$ cat src/rtl/nfba_pkg.sv
// Shared types and constants for the next-fit block allocator.
// No dependencies; every other file of the block imports this package.
package nfba_pkg;

  // Fixed field widths of the stream and configuration ports.
  localparam int ACTION_W = 2;
  localparam int INDEX_W  = 4;
  localparam int SIZE_W   = 16;
  localparam int COUNT_W  = 5;
  localparam int DATA_W   = 24;

  // Item kinds carried in the input tuser.
  localparam logic [ACTION_W-1:0] ACT_LOAD    = 2'd0;
  localparam logic [ACTION_W-1:0] ACT_REQUEST = 2'd1;
  localparam logic [ACTION_W-1:0] ACT_RESTART = 2'd2;

  // Block count after reset.
  localparam logic [COUNT_W-1:0] COUNT_RESET = 5'd16;

  // Command to the block table for one cycle of its single port.
  typedef struct packed {
    logic rd;       // read size and mark at the address
    logic wr_size;  // write the size at the address
    logic wr_mark;  // write the occupied mark at the address
    logic mark;     // mark value to write
  } tbl_cmd_t;

endpackage

$ cat src/rtl/nfba_table.sv
// Block table: size memory and occupied-mark memory behind one shared port.
// Depends on nfba_pkg for the command struct.
module nfba_table #(
  parameter int MAX_BLOCKS = 16,
  parameter int SIZE_BITS  = 16,
  parameter int IDX_W      = 4
) (
  input  logic                  clk,
  input  nfba_pkg::tbl_cmd_t    cmd,
  input  logic [IDX_W-1:0]      addr,
  input  logic [SIZE_BITS-1:0]  wsize,
  output logic [SIZE_BITS-1:0]  rsize,
  output logic                  rmark
);
  import nfba_pkg::*;

  logic [SIZE_BITS-1:0] size_mem [MAX_BLOCKS];
  logic                 mark_mem [MAX_BLOCKS];

  // Single port: one read or write per cycle, read data registered.
  always_ff @(posedge clk) begin
    if (cmd.wr_size) begin
      size_mem[addr] <= wsize;
    end
    if (cmd.wr_mark) begin
      mark_mem[addr] <= cmd.mark;
    end
    if (cmd.rd) begin
      rsize <= size_mem[addr];
      rmark <= mark_mem[addr];
    end
  end

endmodule

$ cat src/rtl/nfba_ctrl.sv
// Sequencer of the allocator: loads, restarts, the next-fit scan and the result register.
// Depends on nfba_pkg; drives the port of nfba_table.
module nfba_ctrl #(
  parameter int MAX_BLOCKS = 16,
  parameter int SIZE_BITS  = 16,
  parameter int IDX_W      = 4,
  parameter int CNT_W      = 5
) (
  input  logic                          clk,
  input  logic                          rst,
  input  logic                          cfg_we,
  input  logic [nfba_pkg::COUNT_W-1:0]  cfg_wdata,
  input  logic                          s_tvalid,
  output logic                          s_tready,
  input  logic [nfba_pkg::ACTION_W-1:0] action,
  input  logic [nfba_pkg::INDEX_W-1:0]  block_index,
  input  logic [nfba_pkg::SIZE_W-1:0]   size,
  output logic                          m_tvalid,
  input  logic                          m_tready,
  output logic                          placed,
  output logic [nfba_pkg::INDEX_W-1:0]  placed_block,
  output logic [nfba_pkg::SIZE_W-1:0]   size_left,
  output nfba_pkg::tbl_cmd_t            tbl_cmd,
  output logic [IDX_W-1:0]              tbl_addr,
  output logic [SIZE_BITS-1:0]          tbl_wsize,
  input  logic [SIZE_BITS-1:0]          tbl_rsize,
  input  logic                          tbl_rmark
);
  import nfba_pkg::*;

  localparam int CMP_W = (SIZE_BITS > SIZE_W) ? SIZE_BITS : SIZE_W;
  localparam int EXT_W = (IDX_W > INDEX_W) ? IDX_W : INDEX_W;

  typedef enum logic [1:0] {S_CLEAR, S_IDLE, S_SCAN} state_t;

  state_t               state;
  logic [IDX_W-1:0]     clr_addr;
  logic [CNT_W-1:0]     search_start;
  logic [COUNT_W-1:0]   block_count;
  logic [SIZE_W-1:0]    want;
  logic [CNT_W-1:0]     n_use;
  logic [CNT_W-1:0]     remaining;
  logic [IDX_W-1:0]     scan_addr;
  logic [IDX_W-1:0]     rd_addr;
  logic                 pending;

  logic [31:0]          count_full;
  logic [CNT_W-1:0]     n_cfg;
  logic [IDX_W-1:0]     first_addr;
  logic [EXT_W-1:0]     load_idx_ext;
  logic                 load_ok;
  logic [CMP_W-1:0]     load_ext;
  logic [CMP_W-1:0]     diff_full;
  logic [SIZE_BITS-1:0] new_size;
  logic [CMP_W-1:0]     left_ext;
  logic [EXT_W-1:0]     hit_idx_ext;
  logic                 hit;
  logic                 finish;
  logic                 slot_free;
  logic                 scan_wrap;
  logic                 clr_last;

  // Blocks in use, saturated to the table depth, and where the scan begins.
  assign count_full = 32'(block_count);
  assign n_cfg      = (count_full > MAX_BLOCKS) ? CNT_W'(MAX_BLOCKS) : CNT_W'(count_full);
  assign first_addr = (search_start < n_cfg) ? search_start[IDX_W-1:0] : '0;

  // Load address check and size truncation.
  assign load_idx_ext = EXT_W'(block_index);
  assign load_ok      = (32'(block_index) < MAX_BLOCKS);
  assign load_ext     = CMP_W'(size);

  // Evaluation of the entry whose read data is now registered.
  assign hit         = pending && !tbl_rmark && (CMP_W'(tbl_rsize) >= CMP_W'(want));
  assign diff_full   = CMP_W'(tbl_rsize) - CMP_W'(want);
  assign new_size    = diff_full[SIZE_BITS-1:0];
  assign left_ext    = CMP_W'(new_size);
  assign hit_idx_ext = EXT_W'(rd_addr);
  assign finish      = hit || (remaining == '0);
  assign slot_free   = !m_tvalid || m_tready;
  assign scan_wrap   = (CNT_W'(scan_addr) + CNT_W'(1)) == n_use;
  assign clr_last    = (clr_addr == IDX_W'(MAX_BLOCKS - 1));

  assign s_tready = (state == S_IDLE);

  // Table port: clearing writes, load writes, scan reads and the grant write.
  always_comb begin
    tbl_cmd   = '0;
    tbl_addr  = scan_addr;
    tbl_wsize = load_ext[SIZE_BITS-1:0];
    case (state)
      S_CLEAR: begin
        tbl_cmd.wr_mark = 1'b1;
        tbl_addr        = clr_addr;
      end
      S_IDLE: begin
        if (s_tvalid && (action == ACT_LOAD) && load_ok) begin
          tbl_cmd.wr_size = 1'b1;
          tbl_cmd.wr_mark = 1'b1;
          tbl_addr        = load_idx_ext[IDX_W-1:0];
        end
      end
      S_SCAN: begin
        if (finish) begin
          if (slot_free && hit) begin
            tbl_cmd.wr_size = 1'b1;
            tbl_cmd.wr_mark = 1'b1;
            tbl_cmd.mark    = 1'b1;
            tbl_addr        = rd_addr;
            tbl_wsize       = new_size;
          end
        end else begin
          tbl_cmd.rd = 1'b1;
        end
      end
      default: begin
      end
    endcase
  end

  // State, scan registers and the result register.
  always_ff @(posedge clk) begin
    if (rst) begin
      state        <= S_CLEAR;
      clr_addr     <= '0;
      search_start <= '0;
      block_count  <= COUNT_RESET;
      pending      <= 1'b0;
      m_tvalid     <= 1'b0;
    end else begin
      if (cfg_we) begin
        block_count <= cfg_wdata;
      end
      // A taken result frees the register unless a new one is loaded now.
      if (m_tvalid && m_tready && !((state == S_SCAN) && finish)) begin
        m_tvalid <= 1'b0;
      end
      case (state)
        S_CLEAR: begin
          clr_addr <= clr_last ? '0 : clr_addr + IDX_W'(1);
          if (clr_last) begin
            state <= S_IDLE;
          end
        end
        S_IDLE: begin
          if (s_tvalid) begin
            if (action == ACT_REQUEST) begin
              want      <= size;
              n_use     <= n_cfg;
              remaining <= n_cfg;
              scan_addr <= first_addr;
              pending   <= 1'b0;
              state     <= S_SCAN;
            end else if (action == ACT_RESTART) begin
              search_start <= '0;
              clr_addr     <= '0;
              state        <= S_CLEAR;
            end
          end
        end
        S_SCAN: begin
          if (finish) begin
            // Hold the read data until the result register is free.
            if (slot_free) begin
              m_tvalid     <= 1'b1;
              placed       <= hit;
              placed_block <= hit ? hit_idx_ext[INDEX_W-1:0] : '0;
              size_left    <= hit ? left_ext[SIZE_W-1:0] : '0;
              if (hit) begin
                search_start <= CNT_W'(rd_addr) + CNT_W'(1);
              end
              pending <= 1'b0;
              state   <= S_IDLE;
            end
          end else begin
            rd_addr   <= scan_addr;
            scan_addr <= scan_wrap ? '0 : scan_addr + IDX_W'(1);
            remaining <= remaining - CNT_W'(1);
            pending   <= 1'b1;
          end
        end
        default: begin
          state <= S_IDLE;
        end
      endcase
    end
  end

endmodule

$ cat src/rtl/next_fit_block_allocator.sv
// Next-fit block allocator. A load is written to the table in the cycle it is taken. A request
// scans the blocks in use, n of them, from the entry after the last grant until a block fits or
// all n have been read; the single table port reads one entry per cycle. A restart runs a
// mark clearing pass over all MAX_BLOCKS entries. After reset (synchronous, active high) the
// same clearing pass runs before the first input transfer is taken; the configuration port
// is live throughout.
module next_fit_block_allocator #(
  parameter int MAX_BLOCKS = 16,
  parameter int SIZE_BITS  = 16
) (
  input  logic                          clk,
  input  logic                          rst,
  // Block count register.
  input  logic                          cfg_we,
  input  logic [nfba_pkg::COUNT_W-1:0]  cfg_wdata,
  // Input items.
  input  logic                          s_tvalid,
  output logic                          s_tready,
  input  logic [nfba_pkg::DATA_W-1:0]   s_tdata,   // block_index[3:0], size[19:4], zero pad
  input  logic [nfba_pkg::ACTION_W-1:0] s_tuser,   // action[1:0]
  // Results.
  output logic                          m_tvalid,
  input  logic                          m_tready,
  output logic [nfba_pkg::DATA_W-1:0]   m_tdata,   // placed_block[3:0], size_left[19:4], zero pad
  output logic                          m_tuser    // placed
);
  import nfba_pkg::*;

  localparam int IDX_W = $clog2(MAX_BLOCKS);
  localparam int CNT_W = $clog2(MAX_BLOCKS + 1);

  tbl_cmd_t             tbl_cmd;
  logic [IDX_W-1:0]     tbl_addr;
  logic [SIZE_BITS-1:0] tbl_wsize;
  logic [SIZE_BITS-1:0] tbl_rsize;
  logic                 tbl_rmark;
  logic [INDEX_W-1:0]   placed_block;
  logic [SIZE_W-1:0]    size_left;

  // Sequencer and result register.
  nfba_ctrl #(
    .MAX_BLOCKS (MAX_BLOCKS),
    .SIZE_BITS  (SIZE_BITS),
    .IDX_W      (IDX_W),
    .CNT_W      (CNT_W)
  ) u_ctrl (
    .clk          (clk),
    .rst          (rst),
    .cfg_we       (cfg_we),
    .cfg_wdata    (cfg_wdata),
    .s_tvalid     (s_tvalid),
    .s_tready     (s_tready),
    .action       (s_tuser),
    .block_index  (s_tdata[INDEX_W-1:0]),
    .size         (s_tdata[INDEX_W+SIZE_W-1:INDEX_W]),
    .m_tvalid     (m_tvalid),
    .m_tready     (m_tready),
    .placed       (m_tuser),
    .placed_block (placed_block),
    .size_left    (size_left),
    .tbl_cmd      (tbl_cmd),
    .tbl_addr     (tbl_addr),
    .tbl_wsize    (tbl_wsize),
    .tbl_rsize    (tbl_rsize),
    .tbl_rmark    (tbl_rmark)
  );

  // Block sizes and occupied marks.
  nfba_table #(
    .MAX_BLOCKS (MAX_BLOCKS),
    .SIZE_BITS  (SIZE_BITS),
    .IDX_W      (IDX_W)
  ) u_table (
    .clk   (clk),
    .cmd   (tbl_cmd),
    .addr  (tbl_addr),
    .wsize (tbl_wsize),
    .rsize (tbl_rsize),
    .rmark (tbl_rmark)
  );

  // Pack the result fields, lowest field first.
  assign m_tdata = {(DATA_W - INDEX_W - SIZE_W)'(0), size_left, placed_block};

endmodule
$ cat config.mk
export PLATFORM = sky130hd
export DESIGN_NAME = next_fit_block_allocator
export DESIGN_NICKNAME = d
export VERILOG_FILES = /design/src/rtl/nfba_pkg.sv /design/src/rtl/nfba_table.sv /design/src/rtl/nfba_ctrl.sv /design/src/rtl/next_fit_block_allocator.sv
export SDC_FILE = /design/constraint.sdc
export NUM_CORES = 1
export LEC_CHECK = 0
export BUFFER_PORTS_ARGS = -buffer_cell sky130_fd_sc_hd__buf_2
export CAP_MARGIN = 5
export CORE_UTILIZATION = 50
export CTS_CLUSTER_SIZE = 10
export DETAILED_ROUTE_END_ITERATION = 8
export GPL_TIMING_DRIVEN = 0
export PLACE_DENSITY_LB_ADDON = 0.05
export SETUP_SLACK_MARGIN = 0.5
export SYNTH_ARGS = -nofsm -noshare
export SYNTH_HDL_FRONTEND = slang
export SYNTH_SLANG_ARGS = --single-unit
$ cat constraint.sdc
create_clock -name clk -period 5.6 [get_ports clk]
set_clock_uncertainty 0.2 [all_clocks]
set_input_delay 0.56 -clock clk [delete_from_list [all_inputs] [get_ports clk]]
set_output_delay 0.56 -clock clk [all_outputs]
set_load 0.03 [all_outputs]
Word level (Yosys, flattened, before mapping)
Memories as Yosys holds them, arrays and structs flattened. A register that Yosys moved wholly into a read port is not among the register bits. Index checks and enable logic that the tools add are counted.

ROM bits: 0. Bits in writable memories: 272. Bits in latches: 0. Output and inout port bits: 27. Register bits after elaboration: 73. Memories: 2. Input bits: 36.

Multiplexer cells: 58. Order comparisons: 3. Bitwise logic cells: 2. Div/mod/pow operators: 0. Add/subtract/negate cells: 6. Multiply operators: 0. Shifts and indexed selects: 0. Reductions and logical operators: 25. Equal/unequal tests: 17.

Memory list: u_table.size_mem (depth 16, width 16, rd ports 1, clocked after Yosys merged registers in 1, wr ports 1, RTL line nfba_table.sv:17) `logic [SIZE_BITS-1:0] size_mem [MAX_BLOCKS];`; u_table.mark_mem (depth 16, width 1, rd ports 1, clocked after Yosys merged registers in 1, wr ports 1, RTL line nfba_table.sv:18) `logic mark_mem [MAX_BLOCKS];`.

Operators by type and width (count): 5-bit 2-to-1 mux (10); 16-bit 2-to-1 mux (3); 4-bit 2-to-1 mux (12); 5-bit case mux with 2 select lines (2); 16-bit >= comparator (1); 4-bit case mux with 2 select lines (2); 4-bit AND reduction (4); 16-bit subtractor (1); 1-bit 2-to-1 mux (15); 2-bit 2-to-1 mux (7); 2-bit by 1-bit inequality test with 1-bit output (second input constant) (6); 4-bit case mux with 3 select lines (1); 4-bit by 1-bit adder with 5-bit output (second input constant) (2); 5-bit AND reduction (2); 4-bit by 1-bit adder with 4-bit output (second input constant) (2); 1-bit logical AND (7); 7-bit AND reduction (1); 3-bit 2-to-1 mux (2); 2-bit inequality test (second input constant) (3); 2-bit case mux with 3 select lines (1); 5-bit == test (1); 5-bit greater-than comparator (second input constant) (1); 5-bit zero test (1); 5-bit less-than comparator (1); other kinds (14) (23).

Longest topological paths before layout
Word-level depth: 11. Mapped depth: 16. Mapped depth without buffers: 14.

Hierarchy
A second synthesis with hierarchy kept.

Cells, all modules: 893. Area, all modules: 15295.9 um2.

By module, submodules not included: nfba_table (cells each 483, sequential area each 8678.3 um2, area an instance 10901.7 um2, instances 1); nfba_ctrl (cells each 405, sequential area each 2011.9 um2, area an instance 4360.4 um2, instances 1); next_fit_block_allocator (cells each 5, sequential area each 0.0 um2, area an instance 33.8 um2, instances 1).

Worst setup path before layout
OpenSTA, ideal clock, no wires.

Kind: register to register. Start: register u_ctrl.want[0]. End: memory u_table.size_mem[0][0] (enable). Stages on the path, launching flop included: 14. Data arrival time: 3532 ps. Data required time: 5012 ps. Path buffers: 3. Path slack: 1480 ps. Path through: edfxtp_1 > ha_1 > fa_1 > nand2b_1 > a21oi_2 > o211a_1 > o31ai_2 > buf_6 > or4_4 > nand3_2 > buf_8 > buf_4 > nand3_1 > nor2_1.

Longest elaborated chain between the ends: 8. Elaborated cells between the ends (all ways): 12.

RTL lines: from (decl) (RTL line nfba_ctrl.sv:40) `logic [SIZE_W-1:0] want;`; from (signal assigned) (RTL line nfba_ctrl.sv:148) `want <= size;`; 16-bit >= comparator * (RTL line nfba_ctrl.sv:74) `assign hit = pending && !tbl_rmark && (CMP_W'(tbl_rsize) >= CMP_W'(want));`; 1-bit logical AND * (RTL line nfba_ctrl.sv:74); 1-bit logical AND (RTL line nfba_ctrl.sv:105) `if (slot_free && hit) begin`; 3-bit 2-to-1 mux (RTL line nfba_ctrl.sv:105); 3-bit 2-to-1 mux (RTL line nfba_ctrl.sv:104) `if (finish) begin`; 1-bit case mux with 2 select lines (RTL line nfba_ctrl.sv:91) `case (state)`; 1-bit 2-to-1 mux (RTL line nfba_table.sv:22) `if (cmd.wr_size) begin`; 1-bit 2-to-1 mux (implied by the code) (RTL line nfba_table.sv:23) `size_mem[addr] <= wsize;`; to (decl) (RTL line nfba_table.sv:17).

Mark *: on every way between the ends. The rest lies on a longest branch, timed or not.

Final worst setup path
Start: register u_table.rsize[0], read port of u_table.size_mem. End: memory u_table.size_mem[6][12] (enable).

Longest elaborated chain between the ends: 8. Elaborated cells between the ends (all ways): 12.

RTL lines: from (decl) (RTL line nfba_table.sv:12) `output logic [SIZE_BITS-1:0] rsize,`; 16-bit >= comparator * (RTL line nfba_ctrl.sv:74); 1-bit logical AND * (RTL line nfba_ctrl.sv:74); 1-bit logical AND (RTL line nfba_ctrl.sv:105); 3-bit 2-to-1 mux (RTL line nfba_ctrl.sv:105); 3-bit 2-to-1 mux (RTL line nfba_ctrl.sv:104); 1-bit case mux with 2 select lines (RTL line nfba_ctrl.sv:91); 1-bit 2-to-1 mux (RTL line nfba_table.sv:22); 1-bit 2-to-1 mux (implied by the code) (RTL line nfba_table.sv:23).

Marked as above.

==> key figures <==
Outcome
  • Status: complete, no violations

Route
  • Avg WL per Cell: 21.0 µm
  • Routed via count: 8,865
  • Final WL: 34,200 µm
  • Initial DRC count: 553
  • Initial DRT Pass Iterations: 5
  • Remaining DRCs: 0
  • Vias/cell: 5.43
  • Routed Antenna Nets: 0

CTS
  • Post_cts resized: 0
  • TritonCTS clock tree: yes
  • CTS Root Cell: clkbuf_16
  • Clk slew on worst S/H paths: 50 ps
  • Total CTS buffers: 43
  • Clk_lat worst skew: 550 ps
  • H-tree Lvls: 2
  • Deepest clock path buffer count: 3
  • Clock sink total: 362

Yosys
  • Asr flop ratio synth: 0%
  • Syn_area_per_cell: 14.8 µm²
  • Post-synth EDFFs: 344
  • Most common cell in the netlist: edfxtp_1
  • Most instantiated cells after synthesis: edfxtp_1, mux2i_1, nor2_1
  • Synth Instances: 1,080
  • Yosys warnings: 0
  • Area leader, netlist: edfxtp_1
  • Post-synthesis cell type count: 60
  • FF+latch count, synth: 362
  • Sequential area share after synthesis: 66.8%
  • Top cell type's share of synthesized area: 64.5%
  • Mapped Area: 16,000 µm²
  • Largest cells by area after synthesis: edfxtp_1, mux2i_1, ha_1
  • Main synth FF type: edfxtp_1

STA
  • Period utilisation layout: 84.8%
  • Fmax: 210 MHz
  • Setup TNS: 0 ps
  • Setup violators final: 0
  • Final Hold Fails: 0
  • PnR worst setup slack: 849 ps
  • Slew @ Worst Pin: 1140 ps
  • Max Slew Vio Count: 0
  • Min Hold Slack: 16.7 ps
  • Final period demand of the worst path: 4750 ps
  • RSZ-0062 raised after global routing: false
  • Max transition margin: 24.0%

Global route
  • Initial antenna violation count: 0
  • Congestion Overflow GR: 0
  • Largest net degree at the start of global routing: 22
  • Number of global-route vias before repair: 8,837
  • First-pass GRT wire length: 52,300 µm
  • Gr usage total: 21.3%

Place
  • Final weighted congestion in routability-driven placement: 0.823
  • Placed cells: 1,562
  • Hpwl dp: 24,100 µm
  • Cell Area, Placed: 17,100 µm²
  • Pre-CTS setup slack: 855 ps
  • # port buffers: 52

Layout
  • Final nets: 1,277
  • Util after Layout: 58.3%
  • Area grow syn2layout: 15.0%
  • Non-Filler Instances: 1,632
  • Layout cells sized above 1: 15.6%
  • Fill cells: 2,528
  • Final Cell Area: 18,400 µm²
  • Antenna diode count: 0

Min path
  • Hold WC Path Type: input pin to flop

Power and ir drop
  • Total power: 6.49 mW
  • PD cells: 352 nW/µm²
  • P_leak: 7.20 nW
  • Peak VDD IR: 261 µV

Worst setup path
  • Req. time, crit path: 5560 ps
  • Critical path fanouts, max: 16
  • Crit Path Class: flop to flop
  • CP Capture Type: flop
  • Startpoint types: flop
  • Crit path arrival time: 4710 ps

Floorplanning
  • Die ar.: 32,700 µm²
  • Die width: 181 µm
  • Die H: 181 µm
  • I/O Pins: 63
  • Initial core utilization: 50.7%
  • Rows: 65
  • Core Area: 31,600 µm²

Job
  • Maxcap violations: 0
[power breakdown]
| group | switching (mW) | internal, mW | leakage [nW] |
|---|---|---|---|
| sequential | 0.0147 | 2.99 | 3.27 |
| combinational | 0.592 | 0.415 | 3.33 |
| clock | 1.03 | 1.44 | 0.595 |
[per-layer routing]
metal	vias to the layer above	part of all wire (%)	global-route usage, %
li1	4291	-	-
met1	4329	48	30.6
met2	190	46	34.4
met3	55	3.7	2.84
met4	0	1.9	5.53
met5	-	0	0
[critical path: stages (launching register included)]
cell and delay, ps:
edfxtp_1 330, inv_1 40, ha_1 220, fa_1 410, nand2b_1 170, a21oi_2 270
o211a_1 220, o31ai_2 90, buf_6 190, or4_4 520, nand3_2 160, buf_8 180
buf_4 250, nand3_1 260, nor2_2 840
[worst paths after layout]
path / slack (ps) / start / depth (start not counted) / to
hold reg to reg: 260 / u_ctrl.search_start[4] / 2 / u_ctrl.search_start[4]
hold / removal: 20 / s_tdata[15] / 1 / u_ctrl.want[11]
setup / recovery: 850 / u_table.rsize[0] / 14 / u_table.size_mem[6][12]
setup reg to reg: 850 / u_table.rsize[0] / 14 / u_table.size_mem[6][12]
[cells in the final DEF, fill, tap and decap left out, drive strengths merged, types with 8 or more instances in the layout]
cell / count
o21ai: 35
edfxtp: 344
mux2i: 263
xnor2: 14
xor2: 9
nand3: 17
nor2: 71
dfxtp: 18
ha: 31
buf: 113
clkbuf: 76
a21oi: 35
inv: 52
nand2: 50
nor3: 12
nand2b: 8
[cell type report]
cell class | count | area [µm²] | area share (%)
Buffer | 51 | 343 | 1.86
Clock buffer | 60 | 1160 | 6.30
Clock inverter | 6 | 62.6 | 0.340
Inverter | 50 | 188 | 1.02
Multi-Input combinational cell | 620 | 4840 | 26.3
Sequential cell | 362 | 10700 | 58.1
Tap cell | 402 | 503 | 2.73
Timing Repair Buffer | 81 | 616 | 3.34
[cells by family (layout without fill, tap and decap cells)]
| family | count (synthesis) | after routing | synth area share, % |
|---|---|---|---|
| DFF | 362 | 362 | 66.8 |
| muxes | 265 | 265 | 16.6 |
| and+or+nand+nor | 188 | 188 | 5.37 |
| AOI/OAI and AO/OA | 108 | 108 | 4.13 |
| buffers and inverters | 101 | 248 | 3.31 |
| adders and majority gates | 32 | 32 | 2.55 |
| xor gates and xnor gates | 23 | 23 | 1.26 |
| other | 1 | 4 | 0.0234 |
[flip-flops by register name, summed over array words and instances (netlist names), 16 cells and up]
name,flops
u_table.size_mem,256
u_ctrl.size_left,16
u_ctrl.want,16
u_table.mark_mem,16
u_table.rsize,16
[timing repair]
action	CTS	global route
hold buffers	3	0
setup buffers	0	0
hold endpoints to repair	3	0
setup endpoints to repair	0	0
No activity file was read; power rests on OpenSTA's default activity.
